`src/byte_stuff_deframer_crc16_unit_assert.svh`:
```
// Assertion macros for the byte-stuffed deframer.
// Expects clk_i and rst_ni in the scope of the module that uses them.
`ifndef BYTE_STUFF_DEFRAMER_CRC16_UNIT_ASSERT_SVH
`define BYTE_STUFF_DEFRAMER_CRC16_UNIT_ASSERT_SVH

// Same-cycle implication, checked outside reset
`define BSD_ASSERT_NOW(lbl, ante, cons, msg) \
  lbl: assert property (@(posedge clk_i) disable iff (!rst_ni) (ante) |-> (cons)) \
    else $error(msg);

// Next-cycle implication, checked outside reset
`define BSD_ASSERT_NEXT(lbl, ante, cons, msg) \
  lbl: assert property (@(posedge clk_i) disable iff (!rst_ni) (ante) |=> (cons)) \
    else $error(msg);

`endif

```
`src/bsd_pkg.sv`:
```
// Shared types, register indexes and the CRC-16/ARC byte step for the deframer.
// No dependencies.
`timescale 1ns / 1ps

package bsd_pkg;

  // Receive phase of the deframer
  typedef enum logic [2:0] {
    PH_WAIT   = 3'd0,
    PH_DATA   = 3'd1,
    PH_ESC    = 3'd2,
    PH_CRC_HI = 3'd3,
    PH_CRC_LO = 3'd4
  } phase_e;

  // Configuration register indexes
  localparam logic [1:0] REG_START_CODE  = 2'd0;
  localparam logic [1:0] REG_END_CODE    = 2'd1;
  localparam logic [1:0] REG_ESCAPE_CODE = 2'd2;
  localparam logic [1:0] REG_MAX_LENGTH  = 2'd3;

  // Output item kinds
  localparam logic KIND_PAYLOAD = 1'b0;
  localparam logic KIND_END     = 1'b1;

  localparam logic [15:0] CRC_POLY_REFL = 16'hA001;

  typedef struct packed {
    logic [7:0]  start_code;
    logic [7:0]  end_code;
    logic [7:0]  escape_code;
    logic [12:0] max_length;
  } cfg_t;

  typedef struct packed {
    logic        item_kind;
    logic [7:0]  payload_byte;
    logic [12:0] frame_length;
    logic        crc_match;
    logic        overflowed;
  } res_t;

  // One byte through the reflected CRC-16/ARC register
  function automatic logic [15:0] crc16_arc_byte(logic [15:0] crc, logic [7:0] b);
    logic [15:0] c;
    c = crc ^ {8'h00, b};
    for (int k = 0; k < 8; k++) begin
      c = c[0] ? ((c >> 1) ^ CRC_POLY_REFL) : (c >> 1);
    end
    return c;
  endfunction

endpackage

```
`src/bsd_deframe_core.sv`:
```
// Deframer state machine: escape handling, running CRC, length count, overflow.
// Depends on bsd_pkg.
`timescale 1ns / 1ps

module bsd_deframe_core import bsd_pkg::*; #(
  parameter int MAX_FRAME = 4096
) (
  input  logic       clk_i,
  input  logic       rst_ni,
  input  logic       beat_i,
  input  logic [7:0] rx_byte_i,
  input  cfg_t       cfg_i,
  output logic       res_valid_o,
  output res_t       res_o
);

  // Count never exceeds the smaller of MAX_FRAME and the largest max_length
  localparam int          CAP_INT = (MAX_FRAME < 8191) ? MAX_FRAME : 8191;
  localparam int          CNT_W   = $clog2(CAP_INT + 1);
  localparam logic [12:0] LIM_CAP = 13'(CAP_INT);

  phase_e             phase_q, phase_d;
  logic [15:0]        crc_q, crc_d;
  logic [7:0]         crc_hi_q, crc_hi_d;
  logic [CNT_W-1:0]   cnt_q, cnt_d;
  logic               ovf_q, ovf_d;

  logic               is_start, is_end, is_esc;
  logic               take_byte, room;
  logic [12:0]        lim13;
  logic [CNT_W-1:0]   limit;
  logic [15:0]        crc_upd;

  assign is_start = (rx_byte_i == cfg_i.start_code);
  assign is_end   = (rx_byte_i == cfg_i.end_code);
  assign is_esc   = (rx_byte_i == cfg_i.escape_code);

  // Effective limit, capped at the build-time frame size
  assign lim13 = (cfg_i.max_length > LIM_CAP) ? LIM_CAP : cfg_i.max_length;
  assign limit = lim13[CNT_W-1:0];
  assign room  = (cnt_q < limit);

  assign crc_upd = crc16_arc_byte(crc_q, rx_byte_i);

  // Next phase
  always_comb begin
    phase_d = phase_q;
    unique case (phase_q)
      PH_WAIT:   if (is_start) phase_d = PH_DATA;
      PH_DATA: begin
        if (is_end) phase_d = PH_CRC_HI;
        else if (is_esc) phase_d = PH_ESC;
      end
      PH_ESC:    phase_d = PH_DATA;
      PH_CRC_HI: phase_d = PH_CRC_LO;
      PH_CRC_LO: phase_d = PH_WAIT;
      default:   phase_d = PH_WAIT;
    endcase
  end

  // Datapath and result for the current byte
  always_comb begin
    take_byte   = 1'b0;
    crc_d       = crc_q;
    crc_hi_d    = crc_hi_q;
    cnt_d       = cnt_q;
    ovf_d       = ovf_q;
    res_valid_o = 1'b0;
    res_o       = '0;
    unique case (phase_q)
      PH_WAIT: begin
        if (is_start) begin
          crc_d = '0;
          cnt_d = '0;
          ovf_d = 1'b0;
        end
      end
      PH_DATA: begin
        if (!is_end) begin
          crc_d     = crc_upd;
          take_byte = !is_esc;
        end
      end
      PH_ESC: begin
        if (is_esc || is_end || is_start) begin
          crc_d     = crc_upd;
          take_byte = 1'b1;
        end
      end
      PH_CRC_HI: crc_hi_d = rx_byte_i;
      PH_CRC_LO: begin
        res_valid_o        = 1'b1;
        res_o.item_kind    = KIND_END;
        res_o.frame_length = 13'(cnt_q);
        res_o.crc_match    = ({crc_hi_q, rx_byte_i} == crc_q);
        res_o.overflowed   = ovf_q;
      end
      default: ;
    endcase
    // kept byte goes out at once; past the limit it only flags overflow
    if (take_byte) begin
      if (room) begin
        cnt_d              = cnt_q + 1'b1;
        res_valid_o        = 1'b1;
        res_o.item_kind    = KIND_PAYLOAD;
        res_o.payload_byte = rx_byte_i;
      end else begin
        ovf_d = 1'b1;
      end
    end
  end

  // State registers advance on each accepted beat
  always_ff @(posedge clk_i or negedge rst_ni) begin
    if (!rst_ni) begin
      phase_q  <= PH_WAIT;
      crc_q    <= '0;
      crc_hi_q <= '0;
      cnt_q    <= '0;
      ovf_q    <= 1'b0;
    end else if (beat_i) begin
      phase_q  <= phase_d;
      crc_q    <= crc_d;
      crc_hi_q <= crc_hi_d;
      cnt_q    <= cnt_d;
      ovf_q    <= ovf_d;
    end
  end

endmodule

```
`src/byte_stuff_deframer_crc16_unit.sv`:
```
// Byte-stuffed frame deframer with CRC-16/ARC check: config registers and output stage.
// Depends on bsd_pkg, bsd_deframe_core and byte_stuff_deframer_crc16_unit_assert.svh.
// A result is registered: valid on the master side the cycle after its byte is taken.
// One byte per cycle unless a result waits unread; single output reg refills as read.
// Reset (async, active low): waits for a start code, CRC/count/flags cleared,
// registers return to start 0xFE, end 0xEF, escape 0xEA, max_length 4096.
`timescale 1ns / 1ps

`include "byte_stuff_deframer_crc16_unit_assert.svh"

module byte_stuff_deframer_crc16_unit import bsd_pkg::*; #(
  parameter int MAX_FRAME = 4096
) (
  input  logic        clk_i,
  input  logic        rst_ni,
  // receive byte stream
  input  logic        s_axis_tvalid,
  output logic        s_axis_tready,
  input  logic [7:0]  s_axis_tdata,   // [7:0] rx_byte
  // decoded items
  output logic        m_axis_tvalid,
  input  logic        m_axis_tready,
  output logic [23:0] m_axis_tdata,   // [7:0] payload_byte, [20:8] frame_length,
                                      // [21] crc_match, [22] overflowed, [23] zero
  output logic [0:0]  m_axis_tuser,   // [0] item_kind
  // configuration writes
  input  logic        cfg_valid_i,
  output logic        cfg_ready_o,
  input  logic [1:0]  cfg_index_i,
  input  logic [12:0] cfg_data_i
);

  cfg_t  cfg_q;
  logic  s_beat, cfg_beat;
  logic  res_valid;
  res_t  res;
  logic  m_valid_q;
  res_t  m_res_q;

  assign cfg_ready_o = 1'b1;
  assign cfg_beat    = cfg_valid_i && cfg_ready_o;

  // Configuration registers
  always_ff @(posedge clk_i or negedge rst_ni) begin
    if (!rst_ni) begin
      cfg_q.start_code  <= 8'd254;
      cfg_q.end_code    <= 8'd239;
      cfg_q.escape_code <= 8'd234;
      cfg_q.max_length  <= 13'd4096;
    end else if (cfg_beat) begin
      unique case (cfg_index_i)
        REG_START_CODE:  cfg_q.start_code  <= cfg_data_i[7:0];
        REG_END_CODE:    cfg_q.end_code    <= cfg_data_i[7:0];
        REG_ESCAPE_CODE: cfg_q.escape_code <= cfg_data_i[7:0];
        REG_MAX_LENGTH:  cfg_q.max_length  <= cfg_data_i;
        default: ;
      endcase
    end
  end

  // Take a byte whenever the output register is empty or being read
  assign s_axis_tready = !m_valid_q || m_axis_tready;
  assign s_beat        = s_axis_tvalid && s_axis_tready;

  bsd_deframe_core #(
    .MAX_FRAME(MAX_FRAME)
  ) u_core (
    .clk_i      (clk_i),
    .rst_ni     (rst_ni),
    .beat_i     (s_beat),
    .rx_byte_i  (s_axis_tdata),
    .cfg_i      (cfg_q),
    .res_valid_o(res_valid),
    .res_o      (res)
  );

  // Output register
  always_ff @(posedge clk_i or negedge rst_ni) begin
    if (!rst_ni) begin
      m_valid_q <= 1'b0;
    end else if (s_beat) begin
      m_valid_q <= res_valid;
    end else if (m_axis_tready) begin
      m_valid_q <= 1'b0;
    end
  end

  always_ff @(posedge clk_i) begin
    if (s_beat && res_valid) begin
      m_res_q <= res;
    end
  end

  assign m_axis_tvalid = m_valid_q;
  assign m_axis_tuser  = m_res_q.item_kind;
  assign m_axis_tdata  = {1'b0, m_res_q.overflowed, m_res_q.crc_match,
                          m_res_q.frame_length, m_res_q.payload_byte};

  // Checks
  `BSD_ASSERT_NEXT(a_result_lands, s_beat && res_valid, m_valid_q, "result beat lost")
  `BSD_ASSERT_NOW(a_payload_clean, m_valid_q && (m_res_q.item_kind == KIND_PAYLOAD), (m_res_q.frame_length == 13'd0) && !m_res_q.crc_match && !m_res_q.overflowed, "payload beat carries report fields")
  `BSD_ASSERT_NOW(a_report_clean, m_valid_q && (m_res_q.item_kind == KIND_END), m_res_q.payload_byte == 8'd0, "end report carries a payload byte")

endmodule
```
`config.mk`:
```
export PLATFORM = sky130hd
export DESIGN_NAME = byte_stuff_deframer_crc16_unit
export DESIGN_NICKNAME = d
export VERILOG_FILES = /design/src/bsd_pkg.sv /design/src/bsd_deframe_core.sv /design/src/byte_stuff_deframer_crc16_unit.sv
export VERILOG_INCLUDE_DIRS = /design/src /design/src/src
export SDC_FILE = /design/constraint.sdc
export NUM_CORES = 1
export LEC_CHECK = 0
export BUFFER_PORTS_ARGS = -buffer_cell sky130_fd_sc_hd__buf_2
export CAP_MARGIN = 25
export CORE_MARGIN = 5
export CORE_UTILIZATION = 30
export DETAILED_ROUTE_END_ITERATION = 8
export GPL_TIMING_DRIVEN = 1
export PLACE_DENSITY = 0.56
export SYNTH_ARGS = -nofsm -noshare
export SYNTH_HDL_FRONTEND = slang
export SYNTH_HIERARCHICAL = 1
export SYNTH_SLANG_ARGS = --single-unit
```
`constraint.sdc`:
```
create_clock -name clk_i -period 9.88 [get_ports clk_i]
set_input_delay 1.482 -clock clk_i [delete_from_list [all_inputs] [get_ports clk_i]]
set_output_delay 1.482 -clock clk_i [all_outputs]
set_load 0.005 [all_outputs]
```
# == Word level (Yosys, flattened, before mapping) ==
# Cells that the tools add are included.
# word_totals
input_bits,28
output_inout_bits,28
reg_bits,103
word_cells,96
# op_classes
reduce_logical,19
n_mux,35
bitwise_logic,9
addsub,1
order_cmp,2
eq_ne,15
# op_table
op,n
2-to-1 mux 16 bit,11
2-to-1 mux 13 bit,5
one-hot mux 16 bit (3 select lines),1
== test 8 bit,3
NOT 2 -> 3 bit,8
2-to-1 mux 9 bit,2
== test 16 bit,1
bitwise XOR 16 x 8 -> 16 bit,1
"adder 13 x 1 -> 13 bit, second input constant",1
"greater-than comparator 13 bit, second input constant",1
less-than comparator 13 bit,1
one-hot mux 3 bit (4 select lines),1
AND reduction 2 bit,6
2-to-1 mux 1 bit,11
2-to-1 mux 3 bit,3
"== test 3 x 2 -> 1 bit, second input constant",2
AND reduction 5 bit,1
"== test 2 bit, second input constant",2
"inequality test 2 x 1 -> 1 bit, second input constant",2
"== test 3 x 1 -> 1 bit, second input constant",1
"== test 3 bit, second input constant",1
zero test 3 bit,1
logical OR 1 bit,3
"inequality test 3 x 1 -> 1 bit, second input constant",1
other kinds (9),11

# == Longest topological paths before layout ==
# Gate-level depths: netlist of the first run.
# logic_depth
depth_word,19
ltp_mapped,13
depth_no_buf,11

# == Modules after synthesis ==
# Netlist of the first run, hierarchy kept.
# by_module_without_submodules
module,cells_per_inst,seq_area_each_um2,n_inst,area_each_um2
bsd_deframe_core,336,1026.0,1,3136.8
byte_stuff_deframer_crc16_unit,113,1696.6,1,2205.9

# == Worst setup path after synthesis of the first run ==
# OpenSTA, ideal clock, no wires.
# synth_path
path_type,input -> register
from,in s_axis_tdata[0]
to,"reg m_res_q, in the netlist m_axis_tdata[0] (enable)"
path_buffers,1
setup_slack_ns,5.401
stages,9
setup_ns,0.407
t_arrival_ns,4.071
required_time_ns,9.473
cell_sequence,buf_4 > xor2_1 > nor4_2 > and2_1 > o31ai_4 > a211oi_2 > or2_2 > nand2_1 > nor2b_1
# synth_between
elab_chain_len,7
elab_cells_between_ends,11
classes_between,eq/ne (3); mux (4); reduce/logical (4)
# synth_lines
element,line_no,rtl
"start, declared",byte_stuff_deframer_crc16_unit.sv:19,"input logic [7:0] s_axis_tdata,"
== test 8 bit (on tied branches),"bsd_deframe_core.sv:36, bsd_deframe_core.sv:35",
logical OR 1 bit (2 in series),bsd_deframe_core.sv:85,if (is_esc || is_end || is_start) begin
2-to-1 mux 1 bit,bsd_deframe_core.sv:85,
one-hot mux 1 bit (2 select lines) (*),bsd_deframe_core.sv:70,unique case (phase_q)
2-to-1 mux 1 bit (*),bsd_deframe_core.sv:101,if (take_byte) begin
net res_valid,byte_stuff_deframer_crc16_unit.sv:35,logic res_valid;
logical AND 1 bit (*),byte_stuff_deframer_crc16_unit.sv:89,if (s_beat && res_valid) begin
"end signal, assigned",byte_stuff_deframer_crc16_unit.sv:90,m_res_q <= res;
"end, declared",byte_stuff_deframer_crc16_unit.sv:38,res_t m_res_q;
# The timed path passes the listed nets; every way through them passes the cells marked *.
# A chain may end at the register's enable or synchronous reset.

# == Worst setup path after layout of the first run ==
# layout_path
from,in s_axis_tdata[4]
to,"reg m_res_q, in the netlist m_axis_tdata[14] (enable)"
# The elaborated chain is that of the path after synthesis.

==> impl_summary.txt, run 1 <==
----------------------------------------------------
[Synth]
  Cell types with the largest area share after synthesis ... sky130_fd_sc_hd__dfrtp_1 28%, sky130_fd_sc_hd__edfxtp_1 13%, sky130_fd_sc_hd__dfstp_2 9.8%
  Combinational family with the most area after synthesis ... simple AND/OR/NAND/NOR gates
  Number of storage elements in the synthesis netlist ... 103
  Post-synthesis share of cell area spent on and, or, nand and nor gates ... 0.150
  Mean area per synthesized cell ... around 12 µm²
  Mapped Nets ... between 400 and 500
  Area fraction in compound gates after synthesis ... 0.0813
  Area fraction of the dominant cell type after synthesis ... 0.276
  Number of flops mapped to enable cells by yosys ... 24
  Fraction of registers with async set or reset after synthesis ... 0.767
  Cell area after synthesis ... between 5000 and 6000 µm²
  Most common cell in the netlist ... sky130_fd_sc_hd__dfrtp_1
  Synth Area in XOR/XNOR ... 0.0892
  Yosys warning total ... 6
  Library cell with the largest summed area after synthesis ... sky130_fd_sc_hd__dfrtp_1
  Primary flip-flop cell chosen by synthesis mapping ... sky130_fd_sc_hd__dfrtp_1
  Distinct cell type count after synthesis ... 56
  Leading post-synthesis cells by instance count ... 59 x sky130_fd_sc_hd__dfrtp_1, 56 x sky130_fd_sc_hd__nand2_1, 46 x sky130_fd_sc_hd__mux2_2
  Fraction of the mapped netlist area in adder cells ... 0.0398
  Part of the Yosys area used for sequential elements ... 0.510
  Proportion of synthesized area in mux cells ... 0.0970
  Post-Synthesis Cells ... between 400 and 500

[Layout]
  Non-filler instance count after layout ... around 730
  Syn-to-layout area delta ... 13.9%
  Ratio of cells with drive above 1 in the final layout ... 0.335
  Antenna cell count ... 0
  Core Util, Final ... 0.351
  Layout net count ... ~540

[Placed design]
  IO buf count ... 53
  Setup slack after placement ... approximately 5200 ps
  Final RePlAce weighted congestion ... slightly above 0.8
  DP Cell Count ... between 700 and 800
  Detailed Place HPWL ... 8840 µm

[Setup path]
  Critical path buffer and inverter count ... 2
  Worst Setup End Kind ... flip-flop
  Critical path class ... input port to flip-flop
  CP Max Fanout ... 17
  Crit path launch type ... input port
  Top cell family by delay on the critical path ... simple AND/OR/NAND/NOR gates
  Slowest cell on the critical path ... sky130_fd_sc_hd__a211oi_2
  Data arrival time at the worst-slack endpoint ... approximately 4000 ps
  Critical path, cell by cell ... buf_2, xor2_1, nor4_2, and2_2, o31ai_4, a211oi_2, or2_2, nand2_1, nor2b_2, buf_16
  Endpoint required time on the critical path ... 9950 ps
  Slowest stage delay, CP ... roughly 530 ps

[STA]
  Setup repair after global routing missed its margin ... no
  Post-layout minimum cycle time ... roughly 3900 ps
  Slew at the pin closest to its max-slew limit ... just under 700 ps
  Aggregate negative setup slack ... 0 ps
  Share of the clock period used by the worst path after layout ... 0.395
  Final-report setup violation count ... 0
  Max Clk Rate ... 256 MHz
  Number of slew-limit violations in the final report ... 0
  Fin. Hold Viols ... 0
  Worst slew margin relative to its limit ... 0.545
  Final worst-path setup slack ... about 6000 ps
  Worst clock skew ... roughly 10 ps

[Detailed routing]
  Number of DRC violations after detailed-routing iteration 0 ... 272
  Routed wire length ... 11600 µm
  Avg Vias per Cell ... 4.74
  Drt wl/cell ... about 16 µm
  Total number of vias ... approximately 3400
  DRC violation count after routing ... 0
  Number of antenna-violating nets in the routed design ... 0
  First-pass detailed-route iteration total ... 4

[Global routing]
  Largest net degree at the start of global routing ... 80
  Number of global-route vias before repair ... roughly 3500
  Global-route wire length before repair ... 19400 µm
  Total congestion overflow ... 0
  Total global routing track utilization ... 0.120
  Antenna violations before repair ... 1

[Die]
  I/O pin count ... 56
  Horizontal die dimension ... between 100 and 150 µm
  Number of cell rows ... 48
  Total Die Area ... about 20000 µm²
  Core region area ... roughly 17000 µm²
  Initial Utilization ... 0.308
  Y dimension of the die ... 143 µm

[Status]
  Result of the run ... complete, no violations

[CTS]
  H-tree Lvls ... 3
  Post-cts resize count ... 0
  Count of buffers added by post-CTS timing repair for setup ... 0
  Clock net sink count ... roughly 100
  Skew-Pair Late Insertion Delay ... between 300 and 400 ps
  Number of hold buffers added after cts ... 0
  Inserted Clock Buffers ... 9
  CTS Root Buffer Type ... sky130_fd_sc_hd__clkbuf_16
  Maximum buffer depth of the clock tree ... 2
  CTS tree ... yes
  Clock-pin transition on the worst setup and hold timing paths ... 70 ps

[Pwr]
  Overall power consumption ... ~1.1 mW
  Maximum VDD drop ... about 0.00009 V
  Static leakage ... 2.58 nW
  Power Dens Cells ... 187 nW/µm²

[Job]
  Max cap viols ... 0

[Min path]
  Hold/Removal Path Class ... flip-flop to flip-flop

----------------------------------------------------
-- placed cells by master, fill, tap and decap left out, types with 11 or more instances in the layout --
cell | netlist | routed
sky130_fd_sc_hd__o21ai_0 | 18 | 18
sky130_fd_sc_hd__and2_1 | 23 | 23
sky130_fd_sc_hd__nor2_1 | 14 | 14
sky130_fd_sc_hd__ha_1 | 17 | 17
sky130_fd_sc_hd__xor2_1 | 21 | 21
sky130_fd_sc_hd__edfxtp_1 | 24 | 24
sky130_fd_sc_hd__buf_2 | 4 | 52
sky130_fd_sc_hd__nand2_1 | 56 | 56
sky130_fd_sc_hd__nand3_1 | 11 | 11
sky130_fd_sc_hd__dfstp_2 | 20 | 20
sky130_fd_sc_hd__xnor2_1 | 26 | 26
sky130_fd_sc_hd__mux2_2 | 46 | 46
sky130_fd_sc_hd__dfrtp_1 | 59 | 59
-- layout make-up --
cell class	count	area (µm²)
clock buffers	10	229
clock inverters	6	42.5
fillers	1740	11300
inverters	4	15.0
multi-input cells	321	2450
flip-flops and latches	103	2720
well taps	225	282
repair buffers	58	345
-- flip-flops by register name (all words and copies together), names as in the netlist --
register         cells
cfg_q               37
m_axis_tdata        23
u_core/crc_q        16
u_core/cnt_q        13
u_core/crc_hi_q      8
u_core/phase_q       3
m_axis_tuser         1
m_axis_tvalid        1
u_core/ovf_q         1
-- stage by stage --
step / hold slack [ps] / area [µm²]
floorplan: 464 / 5340
global placement: 496 / 5750
detailed placement: 498 / 5750
CTS: 514 / 6020
global route: 537 / 6090
finish: 512 / 6090
-- path summary, 6_finish.rpt --
check | start | end | slack [ps] | cells after the start
max | s_axis_tdata[4] | m_axis_tdata[14] | 5980 | 10
min | cfg_q[1] | cfg_q[1] | 510 | 1
max reg2reg | cfg_q[12] | m_axis_tdata[14] | 6390 | 12
min reg2reg | cfg_q[1] | cfg_q[1] | 510 | 1
max in group asynchronous | rst_ni | cfg_q[24] | 8250 | 2
min in group asynchronous | rst_ni | u_core/crc_q[13] | 1010 | 1
-- kinds of logic (layout without fill, tap and decap cells) --
family                   after synthesis  after routing
multiplexers                          46             46
XOR/XNOR                              51             51
AND/OR/NAND/NOR                      148            148
other                                  2              2
adder cells (fa/ha/maj)               17             17
flip-flops                           103            103
AO/OA/AOI/OAI                         57             57
buffers and inverters                 25             78
-- per-layer routing --
layer | up-vias | global-route usage | routed length (µm)
met4 | 2 | 0.0441 | 145
met3 | 14 | 0.0283 | 660
met5 | - | 0 | 13
li1 | 1675 | - | -
met1 | 1686 | 0.176 | 5730
met2 | 72 | 0.173 | 5070
-- report_power, final --
part           switching, mW  internal [mW]
Sequential            0.0490          0.505
Clock                  0.157          0.172
Combinational          0.137          0.114
No activity file was read; power rests on OpenSTA's default activity.
==> run 2, diff against run 1 <==
Settings changed: ABC_AREA set to 1, PLACE_DENSITY 0.56 to 0.58.
Clock period 9.88 ns to 3.2 ns, I/O delays scaled along.
==> run 2 against run 1 <==
Effect of this change: highest routed layer is now met4; core utilization shrank 0.33 points; routed wire length grew 21%; setup slack worse by 5800 ps.
==> impl_summary.txt, run 2 <==
----------------------------------------------------
[Status]
  Result of the run ... complete, no violations

[Layout]
  Most flops, register ... cfg_q
  Max reg flops ... 37
  Ratio of cells with drive above 1 in the final layout ... 0.188
  Antenna cell count ... 0
  Commonest cells after routing, fill and taps aside ... 266 x sky130_fd_sc_hd__nand2_1, 59 x sky130_fd_sc_hd__dfrtp_1, 55 x sky130_fd_sc_hd__inv_1
  Syn-to-layout area delta ... 14.4%
  Non-filler instance count after layout ... roughly 1000
  Leading cell type in the layout, fill and taps excluded ... sky130_fd_sc_hd__nand2_1
  Layout net count ... 815

[STA]
  Max Clk Rate ... 334 MHz
  Min Hold Slack ... approximately 95 ps
  Slew at the pin closest to its max-slew limit ... around 580 ps
  Number of slew-limit violations in the final report ... 0
  Worst clock skew ... roughly 15 ps
  Aggregate negative setup slack ... 0 ps
  Final-report setup violation count ... 0
  Worst slew margin relative to its limit ... 0.613
  Fin. Hold Viols ... 0
  Share of the clock period used by the worst path after layout ... 0.935
  Post-layout minimum cycle time ... approximately 3000 ps

[Synth]
  Mean area per synthesized cell ... roughly 8 µm²
  Proportion of synthesized area in mux cells ... 0
  Number of storage elements in the synthesis netlist ... 103
  Cell area after synthesis ... between 5000 and 6000 µm²
  Area fraction in compound gates after synthesis ... 0.0320
  Area fraction of the dominant cell type after synthesis ... 0.250
  Most common cell in the netlist ... sky130_fd_sc_hd__nand2_1
  Leading post-synthesis cells by instance count ... 269 x sky130_fd_sc_hd__nand2_1, 59 x sky130_fd_sc_hd__dfrtp_1, 57 x sky130_fd_sc_hd__inv_1
  Distinct cell type count after synthesis ... a little over 40
  Mapped Nets ... ~770
  Post-synthesis share of cell area spent on and, or, nand and nor gates ... 0.341
  Primary flip-flop cell chosen by synthesis mapping ... sky130_fd_sc_hd__dfrtp_1
  Number of flops mapped to enable cells by yosys ... 24
  Part of the Yosys area used for sequential elements ... 0.461
  Fraction of registers with async set or reset after synthesis ... 0.767
  Synth Area in XOR/XNOR ... 0.0578
  Yosys warning total ... 6
  Post-Synthesis Cells ... 721
  Library cell with the largest summed area after synthesis ... sky130_fd_sc_hd__dfrtp_1
  Fraction of the mapped netlist area in adder cells ... 0.0360
  Cell types with the largest area share after synthesis ... sky130_fd_sc_hd__dfrtp_1 25%, sky130_fd_sc_hd__nand2_1 17%, sky130_fd_sc_hd__edfxtp_1 12%
  Combinational family with the most area after synthesis ... simple AND/OR/NAND/NOR gates

[CTS]
  Skew-Pair Late Insertion Delay ... ~350 ps
  CTS Root Buffer Type ... sky130_fd_sc_hd__clkbuf_16
  Clock-pin transition on the worst setup and hold timing paths ... roughly 80 ps
  Inserted Clock Buffers ... 9
  Maximum buffer depth of the clock tree ... 2
  CTS tree ... yes
  H-tree Lvls ... 3
  Clock net sink count ... 103

[Detailed routing]
  Total number of vias ... between 4000 and 5000
  Number of DRC violations after detailed-routing iteration 0 ... approximately 340
  Avg Vias per Cell ... about 4.5
  DRC violation count after routing ... 0
  Drt wl/cell ... between 10 and 15 µm
  First-pass detailed-route iteration total ... 5
  Routed wire length ... 14100 µm
  Number of antenna-violating nets in the routed design ... 0

[Die]
  Y dimension of the die ... between 150 and 200 µm
  Total Die Area ... approximately 23000 µm²
  Horizontal die dimension ... roughly 150 µm
  Core region area ... around 20000 µm²
  Initial Utilization ... 0.304
  I/O pin count ... between 50 and 60
  Number of cell rows ... 51

[Placed design]
  Detailed Place HPWL ... ~10000 µm
  DP Cell Count ... around 1000
  Final RePlAce weighted congestion ... between 0.8 and 0.9
  IO buf count ... 53

[Pwr]
  Maximum VDD drop ... a little under 0.0003 V
  Power Dens Cells ... just under 700 nW/µm²
  Static leakage ... roughly 3.2 nW

[Global routing]
  Largest net degree at the start of global routing ... 80
  Total global routing track utilization ... 0.130
  Total congestion overflow ... 0
  Global-route wire length before repair ... 23300 µm
  Number of global-route vias before repair ... 4495
  Antenna violations before repair ... 0

[Setup path]
  Reg2Reg Launch Point ... cfg_q[9]
  Critical path class ... flip-flop to flip-flop
  Worst Setup End Kind ... flip-flop
  Crit path launch type ... flip-flop
  Data arrival time at the worst-slack endpoint ... 3060 ps
  Launching instance or port of the critical path ... cfg_q[9]
  Endpoint required time on the critical path ... ~3300 ps
  CP Max Fanout ... 9

[Job]
  Max cap viols ... 0

[Min path]
  Hold/Removal Path Class ... input port to asynchronous set/reset pin

----------------------------------------------------
-- run 2: changes by cell type in the layout (fill, tap and decap cells not counted), sizes merged, moves of 30 or more --
cell | before | now
inv | 7 | 65
mux2 | 46 | 0
nor2 | 15 | 45
nand2 | 58 | 280
nand3 | 11 | 47
nand4 | 6 | 44
-- run 2: critical path: stages, from the launching register on --
cell and delay (ps):
sky130_fd_sc_hd__dfrtp_1 380, sky130_fd_sc_hd__nor4_1 290, sky130_fd_sc_hd__and2_1 180, sky130_fd_sc_hd__nand3_2 80
sky130_fd_sc_hd__nand2_4 110, sky130_fd_sc_hd__nand2_1 70, sky130_fd_sc_hd__ha_1 280, sky130_fd_sc_hd__nand2_1 60
sky130_fd_sc_hd__inv_1 30, sky130_fd_sc_hd__o21bai_1 120, sky130_fd_sc_hd__nand3_1 110, sky130_fd_sc_hd__nand2_2 110
sky130_fd_sc_hd__nand2_4 90, sky130_fd_sc_hd__inv_4 100, sky130_fd_sc_hd__nand2_8 80, sky130_fd_sc_hd__nand2_2 70
sky130_fd_sc_hd__inv_2 60, sky130_fd_sc_hd__nor3_4 310, sky130_fd_sc_hd__buf_6 180
-- run 2: metal layers --
| layer | part of all wire | wire (µm) | track usage | vias up |
|---|---|---|---|---|
| met5 | 0 | 0 | 0 | - |
| met4 | 0.019 | 270 | 0.0522 | 0 |
| met3 | 0.048 | 670 | 0.0271 | 19 |
| met2 | 0.43 | 6040 | 0.190 | 85 |
| met1 | 0.50 | 7110 | 0.188 | 2155 |
| li1 | - | - | - | 2440 |
-- run 2: cells by family (layout without fill, tap and decap cells) --
kind of cell / Yosys count / count (layout)
and+or+nand+nor: 434 / 434
buffers and inverters: 90 / 144
adders and majority gates: 17 / 17
AOI/OAI and AO/OA: 36 / 36
xor gates and xnor gates: 39 / 39
other: 2 / 2
DFF: 103 / 103
-- run 2: final timing paths --
kind	cells after the start	endpoint	slack, ps
max	18	m_axis_tdata[17]	210
min	1	u_core/cnt_q[6]	100
max reg2reg	18	m_axis_tdata[17]	210
min reg2reg	2	cfg_q[24]	470
max in group asynchronous	2	cfg_q[30]	2440
min in group clk_i	3	cfg_q[12]	370
-- run 2: timing repair --
action,4_1_cts,5_1_grt
hold buffers,0,0
gates resized for setup,0,14
setup endpoints to repair,0,24
setup buffers,0,2
-- run 2: stage by stage --
step                      total power, mW  area (µm²)   util  setup slack [ps]
after floorplan                      3.15        5930      -             -13.4
after global placement               3.54        6390  0.328               213
after detailed placement             3.57        6390  0.328               164
after CTS                            4.63        6670  0.343               153
after global routing                 5.02        6760  0.347             -13.2
final                                4.63        6760  0.347               206
-- run 2: final cells by class --
cell class                      instances  area, µm²
Clock buffer                           10        229
Clock inverter                          6       53.8
Fill cell                            2055      12700
Inverter                               65        249
Multi-Input combinational cell        528       2810
Sequential cell                       103       2720
Tap cell                              265        332
Timing Repair Buffer                   63        370
-- run 2: power by group --
group	switching (mW)	internal, mW	leakage [nW]
combinational	0.994	0.611	1.90
clock	0.504	0.540	0.135
sequential	0.256	1.72	1.21
